### src/design/i2cms_pkg.sv
`default_nettype none

package i2cms_pkg;

    localparam logic [7:0] ST_MASK        = 8'hF8;
    localparam logic [7:0] ST_START       = 8'h08;
    localparam logic [7:0] ST_RESTART     = 8'h10;
    localparam logic [7:0] ST_ADDR_W_ACK  = 8'h18;
    localparam logic [7:0] ST_ADDR_W_NACK = 8'h20;
    localparam logic [7:0] ST_DATA_W_ACK  = 8'h28;
    localparam logic [7:0] ST_DATA_W_NACK = 8'h30;
    localparam logic [7:0] ST_ARB_LOST    = 8'h38;
    localparam logic [7:0] ST_ADDR_R_ACK  = 8'h40;
    localparam logic [7:0] ST_ADDR_R_NACK = 8'h48;
    localparam logic [7:0] ST_DATA_R_ACK  = 8'h50;
    localparam logic [7:0] ST_DATA_R_NACK = 8'h58;

    localparam logic [7:0] ADDR_RW_CLEAR  = 8'hFE;

    localparam logic       OP_START = 1'b0;
    localparam logic       OP_EVENT = 1'b1;

    localparam logic       DIR_WRITE = 1'b0;
    localparam logic       DIR_READ  = 1'b1;

    localparam logic [1:0] MODE_NONE  = 2'd0;
    localparam logic [1:0] MODE_ONE   = 2'd1;
    localparam logic [1:0] MODE_TWO   = 2'd2;
    localparam logic [1:0] MODE_EIGHT_X = 2'd3;

    localparam logic [1:0] ACK_KEEP  = 2'd0;
    localparam logic [1:0] ACK_SET   = 2'd1;
    localparam logic [1:0] ACK_CLEAR = 2'd2;

    localparam logic [1:0] END_BUSY = 2'd0;
    localparam logic [1:0] END_DONE = 2'd1;
    localparam logic [1:0] END_FAIL = 2'd2;

    localparam logic [1:0] SUB_NONE  = 2'd0;
    localparam logic [1:0] SUB_READ  = 2'd1;
    localparam logic [1:0] SUB_WRITE = 2'd2;

    typedef struct packed {
        logic        operation;
        logic        direction;
        logic [7:0]  device_address;
        logic [1:0]  address_mode;
        logic [15:0] sub_address;
        logic [15:0] byte_count;
        logic [7:0]  status_code;
        logic [7:0]  rx_byte;
        logic [7:0]  tx_byte;
    } t_in_item;

    typedef struct packed {
        logic       data_load;
        logic [7:0] data_value;
        logic       start_request;
        logic       stop_request;
        logic [1:0] ack_control;
        logic       interrupt_clear;
        logic       rx_valid;
        logic [7:0] rx_data;
        logic       tx_consumed;
        logic [1:0] transfer_status;
        logic       start_rejected;
    } t_res_item;

    typedef struct packed {
        logic [7:0]  target_address;
        logic [15:0] pending_sub_address;
        logic [1:0]  sub_bytes_left;
        logic [1:0]  sub_phase;
        logic [15:0] bytes_left;
        logic [1:0]  end_state;
    } t_seq_state;

endpackage

`default_nettype wire

### src/design/i2cms_step.sv
`default_nettype none

module i2cms_step
    import i2cms_pkg::*;
(
    input  t_in_item   i_item,
    input  t_seq_state i_state,
    output t_res_item  o_res,
    output t_seq_state o_state
);

    logic [7:0]  status;
    logic [7:0]  fold_bits;
    logic [15:0] dec_left;

    assign status    = i_item.status_code & ST_MASK;
    assign fold_bits = {4'b0000, i_item.sub_address[10:8], 1'b0};
    assign dec_left  = (i_state.bytes_left != 16'd0) ? i_state.bytes_left - 16'd1
                                                     : 16'd0;

    always_comb begin
        o_res   = '0;
        o_state = i_state;
        if (i_item.operation == OP_START) begin
            if (i_item.byte_count == 16'd0) begin
                o_res.start_rejected = 1'b1;
            end else begin
                if (i_item.address_mode == MODE_EIGHT_X) begin
                    o_state.target_address = i_item.device_address + fold_bits
                                           + {7'd0, i_item.direction};
                    o_state.pending_sub_address = {8'd0, i_item.sub_address[7:0]};
                    o_state.sub_bytes_left = 2'd1;
                end else begin
                    o_state.target_address = i_item.device_address
                                           + {7'd0, i_item.direction};
                    o_state.pending_sub_address = (i_item.address_mode == MODE_NONE)
                                                ? 16'd0 : i_item.sub_address;
                    o_state.sub_bytes_left = i_item.address_mode;
                end
                if (i_item.address_mode == MODE_NONE) begin
                    o_state.sub_phase = SUB_NONE;
                end else begin
                    o_state.sub_phase = (i_item.direction == DIR_READ) ? SUB_READ
                                                                       : SUB_WRITE;
                end
                o_state.bytes_left    = i_item.byte_count;
                o_state.end_state     = END_BUSY;
                o_res.start_request   = 1'b1;
                o_res.ack_control     = ACK_CLEAR;
                o_res.interrupt_clear = 1'b1;
            end
        end else begin
            unique case (status) inside
                ST_START: begin
                    o_res.data_load       = 1'b1;
                    o_res.data_value      = (i_state.sub_phase == SUB_READ)
                                          ? (i_state.target_address & ADDR_RW_CLEAR)
                                          : i_state.target_address;
                    o_res.interrupt_clear = 1'b1;
                end
                ST_RESTART: begin
                    o_res.data_load       = 1'b1;
                    o_res.data_value      = i_state.target_address;
                    o_res.interrupt_clear = 1'b1;
                end
                ST_ADDR_W_ACK, ST_DATA_W_ACK: begin
                    if ((i_state.sub_phase == SUB_READ || i_state.sub_phase == SUB_WRITE)
                        && i_state.sub_bytes_left != 2'd0) begin
                        o_res.data_load       = 1'b1;
                        o_res.interrupt_clear = 1'b1;
                        if (i_state.sub_bytes_left >= 2'd2) begin
                            o_res.data_value       = i_state.pending_sub_address[15:8];
                            o_state.sub_bytes_left = 2'd1;
                        end else begin
                            o_res.data_value       = i_state.pending_sub_address[7:0];
                            o_state.sub_bytes_left = 2'd0;
                            if (i_state.sub_phase == SUB_WRITE) begin
                                o_state.sub_phase = SUB_NONE;
                            end
                        end
                    end else if (i_state.sub_phase == SUB_READ) begin
                        o_res.interrupt_clear = 1'b1;
                        o_res.start_request   = 1'b1;
                        o_state.sub_phase     = SUB_NONE;
                    end else if (i_state.sub_phase == SUB_NONE) begin
                        o_res.interrupt_clear = 1'b1;
                        if (i_state.bytes_left != 16'd0) begin
                            o_res.data_load    = 1'b1;
                            o_res.data_value   = i_item.tx_byte;
                            o_res.tx_consumed  = 1'b1;
                            o_state.bytes_left = dec_left;
                        end else begin
                            o_res.stop_request = 1'b1;
                            o_state.end_state  = END_DONE;
                        end
                    end
                end
                ST_ADDR_R_ACK: begin
                    o_res.ack_control     = (i_state.bytes_left <= 16'd1) ? ACK_CLEAR
                                                                          : ACK_SET;
                    o_res.interrupt_clear = 1'b1;
                end
                ST_ADDR_W_NACK, ST_DATA_W_NACK, ST_ARB_LOST, ST_ADDR_R_NACK: begin
                    o_res.interrupt_clear = 1'b1;
                    o_state.end_state     = END_FAIL;
                end
                ST_DATA_R_ACK: begin
                    o_res.rx_valid        = 1'b1;
                    o_res.rx_data         = i_item.rx_byte;
                    o_state.bytes_left    = dec_left;
                    o_res.ack_control     = (dec_left == 16'd1) ? ACK_CLEAR : ACK_SET;
                    o_res.interrupt_clear = 1'b1;
                end
                ST_DATA_R_NACK: begin
                    o_res.rx_valid        = 1'b1;
                    o_res.rx_data         = i_item.rx_byte;
                    o_state.bytes_left    = dec_left;
                    o_res.stop_request    = 1'b1;
                    o_res.interrupt_clear = 1'b1;
                    o_state.end_state     = END_DONE;
                end
                default: begin
                end
            endcase
        end
        o_res.transfer_status = o_state.end_state;
    end

endmodule

`default_nettype wire

### config.mk
export PLATFORM = sky130hd
export DESIGN_NAME = i2cms_step
export DESIGN_NICKNAME = d
export VERILOG_FILES = /design/src/design/i2cms_pkg.sv /design/src/design/i2cms_step.sv
export SDC_FILE = /design/constraint.sdc
export NUM_CORES = 1
export LEC_CHECK = 0
export BUFFER_PORTS_ARGS = -buffer_cell sky130_fd_sc_hd__buf_4
export CORE_MARGIN = 5
export CORE_UTILIZATION = 47
export DETAILED_ROUTE_END_ITERATION = 16
export PLACE_DENSITY = 0.88
export SLEW_MARGIN = 20
export SYNTH_ARGS = -nofsm -noshare
export SYNTH_HDL_FRONTEND = slang
export SYNTH_SLANG_ARGS = --single-unit
export TNS_END_PERCENT = 10
### constraint.sdc
create_clock -name vclk -period 6.9
set_input_delay 1.035 -clock vclk [all_inputs]
set_output_delay 1.035 -clock vclk [all_outputs]
set_load 0.1 [all_outputs]
* Word level (Yosys, flattened, before mapping) *
Index checks and enable logic that the tools add are counted.

storage, ports and cells
  flip-flop bits (word level) = 0
  latch bits = 0
  memory bits (writable) = 0
  ROM bits = 0
  input bits = 114
  output and inout bits = 73
  logic and storage cells = 90
  memories = 0

cells by class
  add/sub/neg operators = 4
  multiply operators = 0
  div/mod/pow operators = 0
  $lt $le $gt $ge = 2
  equality and inequality tests = 15
  shift-type cells = 0
  mux-type cells = 58
  bitwise operators = 0
  reductions and logical operators = 11

operators by type and width
  kind                   number
  $mux 18                3
  $mux 9                 6
  $mux 16                3
  $mux 46                1
  $pmux 16 s2            1
  $pmux 9 s3             1
  $mux 26                1
  $mux 24                1
  $mux 2                 11
  $mux 22                1
  $eq 5x3->1 const B     4
  $eq 5x4->1 const B     4
  $mux 1                 20
  $add 8x1->8            2
  $eq 16x1->1 const B    1
  $le 16x1->1 const B    1
  $logic_not 16->1       1
  $reduce_bool 16->1     1
  $sub 16x1->16 const B  1
  $eq 5x2->1 const B     2
  $mux 10                1
  $reduce_or 9->1        1
  $add 8x4->8            1
  $mux 8                 1
  15 further kinds       20

* Longest topological paths before layout *
Gate-level depths: netlist (run 1).

  depth after elaboration = 8
  depth in mapped cells = 12
  gate-level depth less buffers = 11

* Least setup slack after synthesis (run 1) *
OpenSTA, ideal clock, no wires.

  path kind = in2out
  start = input port i_state[2] in the netlist's numbering
  end = output port o_state[1] in the netlist's numbering
  arrival = 6,341 ps
  data required time = 5,865 ps
  setup slack = -476 ps
  stages = 10
  buffers on the path = 2
  cells stage by stage = clkbuf_1 > inv_1 > ha_1 > nor3b_1 > nand2_1 > nor2_4 > nand2_1 > a21oi_1 > o21ai_0 > buf_4

RTL lines
  what                line             text
  start: declaration  i2cms_step.sv:7  input t_seq_state i_state,
  end: declaration    i2cms_step.sv:9  output t_seq_state o_state

==> results of run 1 <==
Yosys cell counts, drive strengths merged (7+ instances only):
cell type   n  share of area [%]
nor2       45                6.8
and2        9                2.1
nand3      29                5.5
clkbuf     25                3.6
ha         12                5.7
nand2      77                 11
nor3       12                2.3
o21ai      31                6.0
a211oi     16                4.7
o22ai       8                1.9
a21oi      25                4.7
buf        11                2.9
inv        14                2.0
mux2i       9                3.4
o211ai      7                2.0
xor2       10                3.3
a31oi       9                2.1
nor4       14                4.7
per-layer routing:
layer	routed length (µm)	vias up	track usage (%)
li1	-	1954	-
met1	4780	1898	37.0
met2	6040	266	56.3
met3	1250	58	5.83
met4	599	0	13.7
met5	0	-	0
logic make-up after synthesis:
kind of cell	after synthesis
multiplexers	9
XOR/XNOR	15
adder cells (fa/ha/maj)	13
AND/OR/NAND/NOR	222
AO/OA/AOI/OAI	136
buffers and inverters	51
critical path: stages:
cell and delay [ns]:
buf_4 0.16, inv_1 0.11, ha_1 0.43, nor3b_1 0.58, nand2_1 0.36, nor2_4 0.28
inv_1 0.17, ha_1 0.30, nor3_1 0.19, a221oi_1 0.11, a21oi_1 0.19, buf_4 0.31
metrics by stage:
stage | instance area (µm²) | total power [mW] | util [%]
4_1_cts | 3950 | 0.426 | 72.2
3_3_place_gp | 3950 | 0.421 | 72.2
3_5_place_dp | 3950 | 0.425 | 72.2
2_1_floorplan | 2650 | 0.302 | -
6_report | 3960 | 0.430 | 72.3
5_1_grt | 3960 | 0.448 | 72.3
power by group through the flow:
| stage | Combinational (mW) | Sequential [mW] | Clock (mW) |
|---|---|---|---|
| after CTS | 0.426 | 0 | 0 |
| after global placement | 0.421 | 0 | 0 |
| after detailed placement | 0.425 | 0 | 0 |
| final | 0.430 | 0 | 0 |
| after global routing | 0.448 | 0 | 0 |
| after floorplan | 0.302 | 0 | 0 |
layout make-up:
cell class | instances | area share (%)
multi-input combinational | 395 | 61.2
timing repair buffer | 185 | 35.1
tap | 72 | 2.28
inverter | 15 | 1.42
worst min-delay path by stage:
stage	from	to	cells after the start
floorplan	i_item[14]	o_res[10]	1
global placement	i_state[34]	o_state[34]	4
detailed placement	i_state[33]	o_state[33]	4
CTS	i_state[33]	o_state[33]	4
global route	i_state[37]	o_state[37]	4
finish	i_state[37]	o_state[37]	4
==> impl_results.md, run 1 <==
- Mapped Cells: 446
- Multi-input logic area: 2420 µm²
- Distinct cells, synth: 62
- Placed insts: 667
- Minimum clock period: 5.27 ns
- RSZ-0062 raised after global routing: false
- PwrDens: 109 nW/µm²
- Max Cap Viol: 0
- GRT Util Overall: 31.8%
- DR iter-0 viols: 413
- Syn_nets: 573
- CP arrival: 4.24 ns
- Worst-Margin Slew: 0.903 ns
- Crit path max fanout: 11
- Non-filler cells, final: 667
- Final setup viols: 0
- Status: finished clean
- Ys Warns: 0
- Vias in the first global route: 4120
- DIE HEIGHT: 85.0 µm
- Worst hold path type: input pin to output port
- Post-route setup slack: 1.63 ns
- Hold_ws: 2.49 ns
- FFs & Latches: 0
- Setup Total Neg Slack: 0 ns
- Fraction of layout cells with a size suffix above 1: 34.1%
- Main combinational cell family by area after synthesis: simple AND/OR/NAND/NOR gates
- Layout area overhead: 49.7%
- Clock power frac: 0%
- Proportion of synthesized area in mux cells: 3.41%
- WS Path Type: input pin to output port
- Dpl ws: 1.74 ns
- Final WL: 12.7 mm
- GP Congestion: 1.00
- Grt total ovfl: 0
- DP Wirelength: 10.4 mm
- Cell Area, Synth: 2640 µm²
- Syn_area_per_cell: 5.92 µm²
- # resized after CTS: 0
- Nature of the critical path endpoint: output port
- Critical Path Start Type: input pin
- Die Footprint: 7220 µm²
- Drt drc: 0
- Endpoints failing hold: 0
- Net Sw Power: 314 µW
- Register Area: 0 µm²
- Hold_buf cts: 0
- Relative slew margins: 39.3%
- Commonest non-fill, non-tap cell in the layout: buf_4
- Largest net degree at the start of global routing: 39
- Worst VDD drop: 0.0000931 V
- Internal Power: 116 µW
- Via density: 6.26
- Core area: 5470 µm²
- Slew Limit Fails: 0
- Synth Area in Adders: 6.44%
- Initial antenna violation count: 0
- CP required: 5.86 ns
- First-pass GRT wire length: 19.4 mm
- Synth Area in Simple Gates: 42.0%
- Leakage: 1.83 nW
- Worst setup path endpoint: o_state[2]
- Layout Nets: 724
- Setup Fix Bufs, Post-CTS: 0
- I/O pin count: 187
- Avg WL per Cell: 19.0 µm
- # diodes: 0
- Register share of total power: 0%
- Die X: 85.0 µm
- Pre-Repair DR Iteration Count: 5
- Max Freq: 0.190 GHz
- Synth Area in Compound Gates: 34.6%
- Starting Density: 48.3%
- FP Rows: 27
- Fin crit share: 76.4%
- Vias post-DR: 4176
- Post-synthesis sequential area ratio: 0%
- Clock buffers: 0
- Most frequent cells in the layout: 185 x buf_4, 77 x nand2_1, 42 x nor2_1
- IO buf count: 184
- Sw Share: 73.0%
- Combinational share of power: 100.0%
- Filler cells: 485
- Final ANT Viol Nets: 0
- Post-Synth XOR/XNOR Area: 4.97%
- Worst setup path start: i_state[2]
No activity file was read; power rests on OpenSTA's default activity.
==> inputs of run 2 (changes only) <==
--- a/config.mk
+++ b/config.mk
@@ -7,9 +7,9 @@
 export LEC_CHECK = 0
 export BUFFER_PORTS_ARGS = -buffer_cell sky130_fd_sc_hd__buf_4
 export CORE_MARGIN = 5
-export CORE_UTILIZATION = 47
+export CORE_UTILIZATION = 44
 export DETAILED_ROUTE_END_ITERATION = 16
-export PLACE_DENSITY = 0.88
+export PLACE_DENSITY = 0.83
 export SLEW_MARGIN = 20
 export SYNTH_ARGS = -nofsm -noshare
 export SYNTH_HDL_FRONTEND = slang
==> constraint.sdc (replaced) <==
create_clock -name vclk -period 4.99
set_input_delay 0.7485 -clock vclk [all_inputs]
set_output_delay 0.7485 -clock vclk [all_outputs]
set_load 0.1 [all_outputs]
==> impl_results.md, run 2 (same netlist as run 1, synthesis figures left out) <==
- Status: finished clean
- Initial antenna violation count: 0
- Endpoints failing hold: 0
- DIE HEIGHT: 87.5 µm
- Non-filler cells, final: 673
- Final setup viols: 0
- Worst-path cell chain: buf_4 -> inv_1 -> ha_1 -> nor3b_1 -> nand2_1 -> nor2_4 -> inv_1 -> ha_1 -> nand4_1 -> nor4_1 -> o22ai_1 -> o2bb2ai_1 -> buf_4
- Critical Path Start Type: input pin
- Largest net degree at the start of global routing: 39
- Leakage: 1.84 nW
- Relative slew margins: 46.8%
- PwrDens: 149 nW/µm²
- Pre-Repair DR Iteration Count: 6
- Minimum clock period: 4.31 ns
- Worst VDD drop: 0.000125 V
- Slew Limit Fails: 0
- Clock buffers: 0
- Starting Density: 44.9%
- Final WL: 12.7 mm
- IO buf count: 184
- CP required: 4.24 ns
- Core area: 5890 µm²
- Total Power: 593 µW
- Hold_ws: 1.92 ns
- Placed Area: 3990 µm²
- DR iter-0 viols: 390
- Register Area: 0 µm²
- Die Footprint: 7660 µm²
- Final design utilization: 67.7%
- Vias post-DR: 4179
- Post-route setup slack: 0.680 ns
- Setup Total Neg Slack: 0 ns
- Layout Nets: 727
- CP arrival: 3.56 ns
- Die X: 87.5 µm
- Placed insts: 673
- FP Rows: 28
- Fraction of layout cells with a size suffix above 1: 34.6%
- Max Cap Viol: 0
- Dpl ws: 0.748 ns
- Most frequent cells in the layout: 188 x buf_4, 77 x nand2_1, 42 x nor2_1
- CP max-delay cell: ha_1
- FFs & Latches: 0
- Avg WL per Cell: 18.9 µm
- # diodes: 0
- Fin crit share: 86.4%
- Layout area overhead: 50.9%
- Via density: 6.21
- Worst-Margin Slew: 0.792 ns
- Nature of the critical path endpoint: output port
- Hold_buf cts: 0
- Commonest non-fill, non-tap cell in the layout: buf_4
- RSZ-0062 raised after global routing: false
- Max Freq: 0.232 GHz
- GP Congestion: 0.994
- WS Path Type: input pin to output port
- Setup Fix Bufs, Post-CTS: 0
- Grt total ovfl: 0
- Final ANT Viol Nets: 0
- Largest stage delay, worst path: 0.40 ns
- I/O pin count: 187
- First-pass GRT wire length: 19.1 mm
- Vias in the first global route: 3978
- GRT Util Overall: 30.7%
- Worst hold path type: input pin to output port
- DP Wirelength: 10.4 mm
- # resized after CTS: 0
- Drt drc: 0
- Crit path max fanout: 11
- Post-Layout Inst Area: 3990 µm²
## run 2: cell count changes in the layout (fill, tap and decap cells not counted)
cell	previous run	this run
buf_4	185	188
o21ai_0	27	26
o21ai_2	1	2
## run 2: worst paths after layout
path	startpoint	slack [ns]	cells after the start	endpoint
hold / removal	i_state[27]	1.92	4	o_state[27]
setup / recovery	i_state[2]	0.68	13	o_res[14]
## run 2: cell type report
cell class	count	area, µm²
fill	533	1900
timing repair buffer	188	1410
inverter	15	56.3
multi-input combinational	395	2420
tap	75	93.8
## run 2: worst max-delay path, delay by kind of cell
kind                       cells  cell delay (ns)
and+or+nand+nor                5             0.98
buffers and inverters          4             0.76
adders and majority gates      2             0.64
AOI/OAI and AO/OA              2             0.41
## run 2: routing by layer
layer	vias up	global-route usage (%)	share of wire, %
met4	0	8.51	2.6
met2	271	53.6	49
li1	1960	-	-
met5	-	0	0
met1	1915	38.5	38
met3	33	5.20	11
## run 2: where the power goes
part	internal, mW	total, mW	leakage, nW	switching [mW]
clock network	0	0	0	0
registers	0	0	0	0
logic	0.161	0.593	1.84	0.432
